===== src/sv/mexp_pkg.sv =====
// ----------------------------------------------------------------------------
// mexp_pkg
// Shared types and constants for the 64-bit modular exponentiation block.
// ----------------------------------------------------------------------------
package mexp_pkg;

    localparam int WORD_BITS = 64;
    localparam int CNT_BITS  = $clog2(WORD_BITS);

    typedef logic [WORD_BITS-1:0] t_word;
    typedef logic [CNT_BITS-1:0]  t_cnt;

    typedef struct packed {
        t_word base_value;
        t_word exponent_value;
        t_word modulus_value;
    } t_in;

    typedef struct packed {
        t_word power_result;
        logic  zero_modulus_error;
    } t_out;

    typedef enum logic [2:0] {
        ST_IDLE,
        ST_RED,
        ST_NEXT,
        ST_DBL,
        ST_ADD
    } t_state;

endpackage


===== src/sv/mexp_addmod.sv =====
// ----------------------------------------------------------------------------
// mexp_addmod
// Shared modular adder: (x + y + cin) mod m for x, y < m, one conditional
// subtract, carry-safe across the full word.
// ----------------------------------------------------------------------------
module mexp_addmod (
    input  mexp_pkg::t_word i_x,
    input  mexp_pkg::t_word i_y,
    input  logic            i_cin,
    input  mexp_pkg::t_word i_m,
    output mexp_pkg::t_word o_sum
);

    logic [mexp_pkg::WORD_BITS:0] w_sum;
    logic [mexp_pkg::WORD_BITS:0] w_dif;

    // wide sum, then reduce once
    always_comb begin
        w_sum = {1'b0, i_x} + {1'b0, i_y} + {{mexp_pkg::WORD_BITS{1'b0}}, i_cin};
        w_dif = w_sum - {1'b0, i_m};
        if (w_sum >= {1'b0, i_m}) begin
            o_sum = w_dif[mexp_pkg::WORD_BITS-1:0];
        end else begin
            o_sum = w_sum[mexp_pkg::WORD_BITS-1:0];
        end
    end

endmodule


===== src/sv/modular_exponentiation_64.sv =====
// ----------------------------------------------------------------------------
// modular_exponentiation_64
// Computes base^exponent mod modulus by right-to-left square-and-multiply.
// ----------------------------------------------------------------------------
// Pulse i_start with an item while o_busy is low; the result appears on o_out
// for one cycle marked by o_valid and cannot be held off. All arithmetic runs
// through one modular adder, one add per cycle: base reduction shifts in the
// base one bit at a time from the top, each modular multiply doubles for every
// multiplier bit and adds for each set one, and each exponent bit up to the
// highest set one costs a select step, a squaring, and a multiply when set. A
// zero modulus strobes the cycle after the transfer, and a zero exponent still
// runs the base reduction. Zero modulus returns 0 with the error flag set.
module modular_exponentiation_64 (
    input  logic             i_clk,
    input  logic             i_rst_n,
    input  logic             i_start,
    input  mexp_pkg::t_in    i_in,
    output logic             o_busy,
    output logic             o_valid,
    output mexp_pkg::t_out   o_out
);

    mexp_pkg::t_state r_state, n_state;
    mexp_pkg::t_word  r_m, n_m, r_b, n_b, r_e, n_e, r_acc, n_acc;
    mexp_pkg::t_word  r_a, n_a, r_mb, n_mb, r_r, n_r;
    mexp_pkg::t_cnt   r_cnt, n_cnt;
    logic             r_sqr, n_sqr;
    logic             r_valid, n_valid;
    mexp_pkg::t_out   r_out, n_out;

    mexp_pkg::t_word  w_x, w_y, w_sum;
    logic             w_cin;

    mexp_addmod u_add (
        .i_x   (w_x),
        .i_y   (w_y),
        .i_cin (w_cin),
        .i_m   (r_m),
        .o_sum (w_sum)
    );

    // operand selection for the shared adder
    always_comb begin
        w_x   = r_r;
        w_y   = r_r;
        w_cin = 1'b0;
        case (r_state)
            mexp_pkg::ST_RED: begin
                w_cin = r_mb[mexp_pkg::WORD_BITS-1];
            end
            mexp_pkg::ST_ADD: begin
                w_y = r_a;
            end
            default: begin
            end
        endcase
    end

    // sequencer
    always_comb begin
        logic advance;
        logic [mexp_pkg::WORD_BITS-1:0] prod;
        advance = 1'b0;
        prod    = w_sum;
        n_state = r_state;
        n_m     = r_m;
        n_b     = r_b;
        n_e     = r_e;
        n_acc   = r_acc;
        n_a     = r_a;
        n_mb    = r_mb;
        n_r     = r_r;
        n_cnt   = r_cnt;
        n_sqr   = r_sqr;
        n_valid = 1'b0;
        n_out   = r_out;
        case (r_state)
            mexp_pkg::ST_IDLE: begin
                if (i_start) begin
                    n_m  = i_in.modulus_value;
                    n_e  = i_in.exponent_value;
                    n_mb = i_in.base_value;
                    n_r  = '0;
                    n_cnt = '1;
                    if (i_in.modulus_value == '0) begin
                        n_valid = 1'b1;
                        n_out.power_result       = '0;
                        n_out.zero_modulus_error = 1'b1;
                    end else begin
                        n_state = mexp_pkg::ST_RED;
                    end
                end
            end
            // base mod m, one bit per cycle from the top
            mexp_pkg::ST_RED: begin
                n_r  = w_sum;
                n_mb = r_mb << 1;
                n_cnt = r_cnt - 1'b1;
                if (r_cnt == '0) begin
                    n_b   = w_sum;
                    n_acc = (r_m == mexp_pkg::t_word'(1)) ? '0 : mexp_pkg::t_word'(1);
                    n_state = mexp_pkg::ST_NEXT;
                end
            end
            // pick the next multiply for the current exponent bit
            mexp_pkg::ST_NEXT: begin
                n_r   = '0;
                n_cnt = '1;
                if (r_e == '0) begin
                    n_valid = 1'b1;
                    n_out.power_result       = r_acc;
                    n_out.zero_modulus_error = 1'b0;
                    n_state = mexp_pkg::ST_IDLE;
                end else if (r_e[0]) begin
                    n_a   = r_acc;
                    n_mb  = r_b;
                    n_sqr = 1'b0;
                    n_state = mexp_pkg::ST_DBL;
                end else begin
                    n_a   = r_b;
                    n_mb  = r_b;
                    n_sqr = 1'b1;
                    n_state = mexp_pkg::ST_DBL;
                end
            end
            mexp_pkg::ST_DBL: begin
                n_r = w_sum;
                if (r_mb[mexp_pkg::WORD_BITS-1]) begin
                    n_state = mexp_pkg::ST_ADD;
                end else begin
                    advance = 1'b1;
                end
            end
            mexp_pkg::ST_ADD: begin
                n_r     = w_sum;
                advance = 1'b1;
            end
            default: begin
                n_state = mexp_pkg::ST_IDLE;
            end
        endcase

        // step to the next multiplier bit, or close the multiply
        if (advance) begin
            n_mb  = r_mb << 1;
            n_cnt = r_cnt - 1'b1;
            n_state = mexp_pkg::ST_DBL;
            if (r_cnt == '0) begin
                n_r   = '0;
                n_cnt = '1;
                if (r_sqr) begin
                    n_b = prod;
                    n_e = r_e >> 1;
                    n_state = mexp_pkg::ST_NEXT;
                end else begin
                    n_acc = prod;
                    n_a   = r_b;
                    n_mb  = r_b;
                    n_sqr = 1'b1;
                end
            end
        end
    end

    // control registers
    always_ff @(posedge i_clk) begin
        if (!i_rst_n) begin
            r_state <= mexp_pkg::ST_IDLE;
            r_valid <= 1'b0;
        end else begin
            r_state <= n_state;
            r_valid <= n_valid;
        end
    end

    // datapath registers
    always_ff @(posedge i_clk) begin
        r_m   <= n_m;
        r_b   <= n_b;
        r_e   <= n_e;
        r_acc <= n_acc;
        r_a   <= n_a;
        r_mb  <= n_mb;
        r_r   <= n_r;
        r_cnt <= n_cnt;
        r_sqr <= n_sqr;
        r_out <= n_out;
    end

    assign o_busy  = (r_state != mexp_pkg::ST_IDLE);
    assign o_valid = r_valid;
    assign o_out   = r_out;

endmodule

===== config.mk =====
export PLATFORM = sky130hd
export DESIGN_NAME = modular_exponentiation_64
export DESIGN_NICKNAME = d
export VERILOG_FILES = /design/src/sv/mexp_pkg.sv /design/src/sv/mexp_addmod.sv /design/src/sv/modular_exponentiation_64.sv
export SDC_FILE = /design/constraint.sdc
export NUM_CORES = 1
export LEC_CHECK = 0
export ABC_CLOCK_PERIOD_IN_PS = 19400
export BUFFER_PORTS_ARGS = -buffer_cell sky130_fd_sc_hd__clkbuf_2
export CORE_MARGIN = 1
export CORE_UTILIZATION = 37
export DETAILED_ROUTE_END_ITERATION = 7
export PLACE_DENSITY = 0.64
export SLEW_MARGIN = 25
export SYNTH_ARGS = -nofsm -noshare
export SYNTH_HDL_FRONTEND = slang
export SYNTH_SLANG_ARGS = --single-unit

===== constraint.sdc =====
create_clock -name i_clk -period 19.4 [get_ports i_clk]
set_input_delay 3.88 -clock i_clk [delete_from_list [all_inputs] [get_ports i_clk]]
set_output_delay 3.88 -clock i_clk [all_outputs]
set_load 0.02 [all_outputs]

==> results of run 1 <==
sequential cells by signal, summed over array words and instances (netlist names):
register  flops
o_valid       1
r_a          64
r_acc        64
r_b          64
r_m          64
o_out        65
r_r          64
r_mb         64
r_sqr         1
r_e          64
r_state       3
r_cnt         6
through the flow:
step | power [uW] | area (sq um) | std cells
after floorplan | 3080 | 28400 | 3147
after global placement | 3730 | 30600 | 4269
after detailed placement | 3730 | 30600 | 4269
after CTS | 4860 | 32600 | 4379
after global routing | 5150 | 32600 | 4380
final | 4880 | 32600 | 4382
per-layer routing:
metal,part of all wire,GRT usage,vias to the layer above
met3,0.087,0.0573,128
met4,0.024,0.0649,12
met2,0.45,0.374,991
met1,0.44,0.321,11800
met5,0.00083,0,-
li1,-,-,11800
power breakdown:
part	switching, uW	total [uW]	internal [uW]	leakage, uW
Combinational	1400	2200	795	0.00861
Sequential	158	1560	1400	0.00444
Clock	486	1120	637	0.000979
Total	2050	4880	2830	0.0140
worst reg2reg max path: cells and delay by family (launching register included):
kind / cells / cell delay, ps
flip-flops: 1 / 520
XOR/XNOR: 1 / 160
AND/OR/NAND/NOR: 7 / 1670
multiplexers: 2 / 770
AO/OA/AOI/OAI: 14 / 3520
adder cells (fa/ha/maj): 3 / 1310
buffers and inverters: 3 / 1090
cell usage in the layout, fill, tap and decap left out, drive strengths merged, types with 7 or more instances in the layout:
master,instances
o221ai,17
a31oi,15
mux2,67
clkinv,23
and3,76
nor4,56
mux2i,95
o21bai,32
a21boi,9
xor2,50
a211oi,10
dfxtp,325
ha,128
xnor2,73
a222oi,66
or3,11
nor2,326
nand4,48
nor3,22
o211ai,7
nand3,73
buf,26
a21o,61
nor2b,20
nand2b,19
clkbuf,338
o21a,12
edfxtp,199
a22oi,9
and2,12
o22ai,70
nand2,220
inv,181
a21oi,366
o21ai,202
logic make-up after synthesis:
kind of cell	Yosys count
buffers and inverters	368
xor gates and xnor gates	123
AOI/OAI and AO/OA	938
DFF	524
muxes	162
adders and majority gates	131
and+or+nand+nor	901
worst max-delay path by stage:
stage,end,depth (start not counted),start,slack (ps)
after floorplan,o_out[0],5,i_in[27],9550
after global placement,r_r[19],30,r_state[2],10340
after detailed placement,r_r[31],30,r_state[2],10220
after CTS,r_r[25],30,r_state[2],10180
after global routing,r_r[20],30,r_state[2],9580
final,r_r[20],30,r_state[2],10190
layout make-up:
class	instances	area [sq um]
inverters	174	653
clock inverters	33	282
repair buffers	287	1520
fillers	7539	43300
diodes	2	5.00
multi-input cells	2255	14700
clock buffers	77	1670
well taps	1030	1290
flip-flops and latches	524	12500
==> key figures, run 1 <==
Detailed routing
  • DR vias/cell: 5.65
  • Total wire length: 95.3 mm
  • Routed via count: 24.8k
  • First-pass iteration count of the detailed router: 6
  • Initial DRC Count: 2522
  • Drt wl/cell: 21.7 um
  • Drt drc: 0
  • Antenna viol nets, final: 0

Timing
  • Worst Skew: 35.6 ps
  • Slew Viols, Final: 0
  • Worst Max-Slew Pin Slew: 1220 ps
  • RSZ-0062 raised after global routing: false
  • # setup viols final: 0
  • Max Fclk: 0.109 GHz
  • Relative slew slack: 0.180
  • Hold Vio Cnt, Final: 0
  • Fin worst setup slack: 10190 ps
  • Final setup TNS: 0 ps
  • Period utilization: 0.475
  • Final Critical Period: 9210 ps
  • WHS: 466 ps

Yosys
  • Main combinational cell family by area after synthesis: compound AO/OA/AOI/OAI gates
  • Synthesized area per cell: 9.03 sq um
  • Mapped cell area: 28400 sq um
  • Post-synth ARST share: 0
  • Top cells by count, synth: a21oi_1, nor2_1, dfxtp_1
  • Post-synthesis net count: 3473
  • Post-Syn Instances: 3147
  • Main flop type after synthesis: dfxtp_1
  • Compound-gate portion of the synthesized area: 0.208
  • Synth Area in XOR/XNOR: 0.0387
  • Register bit total from synthesis: 524
  • Cell variety after synth: 81
  • Sequential fraction of the synthesis area: 0.439
  • Simple-Gate Fraction of Synth Area: 0.147
  • Ys Warns: 0
  • Synth Area in Adders: 0.0585
  • Multiplexer share of the synthesized area: 0.0600
  • Post-synth EDFFs: 199
  • Top-count cell post-synth: a21oi_1
  • Cell taking the most area after synthesis: dfxtp_1
  • Largest cells by area after synthesis: dfxtp_1, edfxtp_1, a21oi_1
  • Top cell type's share of synthesized area: 0.229

Status
  • Status: completed

Critical path
  • Largest stage delay, worst path: 650 ps
  • CP bufs+invs: 3
  • Worst Path Required: 19900 ps
  • Reg-to-reg slack, setup: 10190 ps
  • Reg2reg path depth: 30
  • Critical Path AT: 9710 ps
  • RR Startpoint: r_state[2]
  • Crit Path Class: register to register
  • FF-to-FF End: r_r[20]
  • Slowest stage cell on the critical path: a31o_4
  • Element type at the critical path start: register
  • Crit path max-delay family: compound AO/OA/AOI/OAI gates
  • CP Capture Type: register
  • CP Max Fanout: 50

Power
  • Pwr Density: 150 nW/um^2
  • Leak pwr: 0.0140 uW
  • VDD IR max: 0.0794 mV

Hold path
  • Hold Path Depth: 2
  • Worst Hold Class: register to register
  • HP Start: r_r[54]
  • Worst hold endpoint: r_r[54]

Cells and area
  • Post-Route Utilization: 0.429
  • Final nets: 3626
  • Layout cells sized above 1: 0.151
  • Synth-to-layout area growth: 14.7%

Clock network
  • CTS tree: built
  • Setup bufs post-CTS: 0
  • Later-pin clock latency in the skew report: 660 ps
  • H-tree levels: 2
  • Clock sink total: 524
  • Clk slew on worst S/H paths: 60 ps
  • Resized Gates After CTS: 0
  • CTS Buf Count: 58
  • Clock Path Buffers: 3
  • Hold_buf cts: 0
  • Root Driver: clkbuf_16

Global route
  • Largest net degree at the start of global routing: 80
  • First-pass GRT wire length: 143 mm
  • Grt ovf: 0
  • Vias in the first global route: 23.5k
  • Initial antenna violation count: 7
  • All-Layer GR Usage: 0.237

Floorplan
  • Die H: 279 um
  • Die Footprint: 77900 sq um
  • Die X-Extent: 279 um
  • Boundary Pins: 262
  • Num rows: 101
  • Core footprint: 75900 sq um
  • Initial Util: 0.374

Place
  • # port buffers: 261
  • Final Wtd Congestion: 0.963
  • Detailed Place HPWL: 69.9 mm
  • Setup Slack @ Placement: 10220 ps

Job
  • Max_cap viols: 0
Note: power is estimated with default switching activity, not from simulation.
==> run 2, diff against run 1 <==
- ABC_CLOCK_PERIOD_IN_PS: 19400 -> 8200
- PLACE_DENSITY: 0.64 -> 0.66
- clock period: 19.4 -> 8.2 ns (I/O delays scaled with it)
==> run 2 against run 1 <==
  * First-iteration DRC count fell by 5.1%
  * Clock skew fell by 13 ps
  * Global-route usage rose by 0.47 points
  * Count of clock-buffer cells in the layout rose by 6
  * Via count rose by 1.2%
  * Critical path depth fell by 1
  * Worst setup slack got worse by 9800 ps
  * Utilization rose by 0.99 points
  * Sequential share of layout area fell by 0.87 points
  * Non-clock buffer count rose by 90
  * Critical endpoint is now r_b[54]
  * Highest routed layer unchanged
==> key figures, run 2 (synthesis gave the netlist of run 1 again) <==
Floorplan
  • Die H: 279 um (unchanged)
  • Die Footprint: 77900 sq um (unchanged)
  • Boundary Pins: 262 (unchanged)
  • Core footprint: 75900 sq um (unchanged)
  • Die X-Extent: 279 um (unchanged)
  • Initial Util: 0.374 (unchanged)
  • Num rows: 101 (unchanged)

Clock network
  • Clk slew on worst S/H paths: 60 ps (about the same)
  • Clock Path Buffers: 3 (unchanged)
  • Later-pin clock latency in the skew report: 620 ps (-40 ps)
  • CTS Buf Count: 56 (-3.4%)
  • Clock sink total: 524 (unchanged)
  • CTS tree: built
  • Root Driver: clkbuf_16
  • H-tree levels: 2 (unchanged)

Timing
  • Period utilization: 0.950 (+0.475)
  • Hold Vio Cnt, Final: 0 (unchanged)
  • RSZ-0062 raised after global routing: false
  • Max Fclk: 0.128 GHz (+18%)
  • Slew Viols, Final: 0 (unchanged)
  • Worst Max-Slew Pin Slew: 1060 ps (-155 ps)
  • Final setup TNS: 0 ps (unchanged)
  • Worst Skew: 22.2 ps (-13.4 ps)
  • Final Critical Period: 7790 ps (-1420 ps)
  • # setup viols final: 0 (unchanged)
  • Relative slew slack: 0.291 (+0.111)

Place
  • Detailed Place HPWL: 71.0 mm (+1.6%)
  • # port buffers: 261 (unchanged)
  • Final Wtd Congestion: 0.971 (+0.81%)

Power
  • Clock power frac: 0.220 (-0.010)
  • Pwr Density: 357 nW/um^2 (+140%)
  • Cell Int Power: 7050 uW (+150%)
  • Leak pwr: 0.0145 uW (+3.2%)
  • Switching portion of total power: 0.408 (-0.0122)
  • Combinational group share of total power: 0.473 (+0.022)
  • Pwr Total: 11900 uW (+140%)
  • Part of the power in registers: 0.307 (-0.012)
  • P_sw: 4850 uW (+140%)
  • VDD IR max: 0.210 mV (+160%)

Cells and area
  • Highest-count cells in the layout ignoring fill and taps: a21oi_1, dfxtp_1, nor2_1
  • Synth-to-layout area growth: 17.4%
  • Filler cells: 7529 (-0.13%)
  • Layout cells sized above 1: 0.172 (+0.0202)
  • Multi-input gate area: 14700 sq um (about the same)
  • Max reg flops: 65 (unchanged)
  • Most common cell after layout, fill and taps aside: a21oi_1
  • Antenna diode count: 0 (-2)
  • Post-Route Utilization: 0.439 (+0.00993)
  • Final nets: 3714 (+2.4%)
  • Sequential cell area: 12500 sq um (unchanged)

Detailed routing
  • DR vias/cell: 5.61 (-0.65%)
  • Drt wl/cell: 21.6 um (-0.86%)
  • Initial DRC Count: 2393 (-5.1%)
  • Routed via count: 25.1k (+1.2%)
  • Drt drc: 0 (unchanged)
  • Antenna viol nets, final: 0 (unchanged)
  • First-pass iteration count of the detailed router: 6 (unchanged)
  • Total wire length: 96.2 mm (+0.99%)

Critical path
  • Critical Path AT: 8250 ps (-1460 ps)
  • CP Capture Type: register
  • Slowest stage cell on the critical path: or4_1
  • RR Startpoint: r_state[0]
  • Largest stage delay, worst path: 510 ps (-140 ps)
  • Setup crit end: r_b[54]
  • Crit path max-delay family: compound AO/OA/AOI/OAI gates
  • CP Depth: 29 (-3.3%)
  • Worst Path Required: 8660 ps (-11240 ps)
  • Worst setup path startpoint: r_state[0]
  • CP bufs+invs: 6 (+3)
  • Crit Path Class: register to register
  • Crit-path most repeated cell: buf_4
  • Element type at the critical path start: register
  • FF-to-FF End: r_b[54]
  • Reg-to-reg slack, setup: 410 ps (-9780 ps)
  • CP Max Fanout: 14 (-72%)
  • Reg2reg path depth: 29 (-3.3%)

Global route
  • Grt ovf: 0 (unchanged)
  • Initial antenna violation count: 9 (+2)
  • Largest net degree at the start of global routing: 79 (-1.3%)
  • All-Layer GR Usage: 0.242 (+0.00466)
  • Vias in the first global route: 24.3k (+3.3%)
  • First-pass GRT wire length: 146 mm (+2.0%)

Hold path
  • Worst Hold Class: register to register

Status
  • Status: completed

Job
  • Max_cap viols: 0 (unchanged)
run 2: cell types whose count changed in the layout (fill, tap and decap cells not counted), moves of 3 or more:
cell      delta
buf_4       +80
clkinv_2    -11
clkbuf_1     +3
buf_12       +9
clkbuf_8     +4
run 2: metal layers:
metal | vias to the layer above | GRT usage | share of wire
li1 | 12000 | - | -
met1 | 12000 | 0.322 | 0.44
met2 | 899 | 0.383 | 0.44
met3 | 168 | 0.0587 | 0.080
met4 | 16 | 0.0764 | 0.033
met5 | - | 0 | 0.00099
run 2: how the worst min path moves through the flow:
stage / start / end / slack (ps) / cells past startpoint
floorplan: r_acc[50] / r_acc[50] / 430 / 2
global placement: r_r[54] / r_r[54] / 460 / 2
detailed placement: r_r[54] / r_r[54] / 460 / 2
CTS: r_r[54] / r_r[54] / 470 / 2
global route: r_acc[54] / r_acc[54] / 500 / 2
finish: r_r[54] / r_r[54] / 470 / 2
run 2: timing repair:
action                     CTS  global route
setup endpoints to repair    0             7
resized for setup            0             4
buffers inserted             0             0
hold buffers                 0             0
run 2: layout make-up:
| class | instances | area share |
|---|---|---|
| clock inverters | 21 | 0.00611 |
| multi-input cells | 2255 | 0.441 |
| clock buffers | 83 | 0.0507 |
| well taps | 1030 | 0.0386 |
| flip-flops and latches | 524 | 0.374 |
| inverters | 174 | 0.0196 |
| repair buffers | 377 | 0.0698 |
run 2: power groups by stage:
stage               clock, uW  combinational, uW  sequential, uW
floorplan                   0               3720            3570
global placement            0               5500            3690
detailed placement          0               5520            3700
CTS                      2660               5550            3650
global route             2760               6120            3710
finish                   2620               5630            3660
run 2: worst min-delay path: cells and delay by family (launching register included):
family / cells / cell delay, ps
AO/OA/AOI/OAI: 1 / 50
flip-flops: 1 / 320
AND/OR/NAND/NOR: 1 / 50
run 2: stage by stage:
stage	instances	setup WS [ps]	hold WS, ps	instance area (sq um)
2_1_floorplan	3147	589	427	28400
3_3_place_gp	4356	562	458	31300
3_5_place_dp	4358	460	462	31400
4_1_cts	4462	430	471	33300
5_1_grt	4464	31.8	498	33400
6_report	4464	413	467	33400
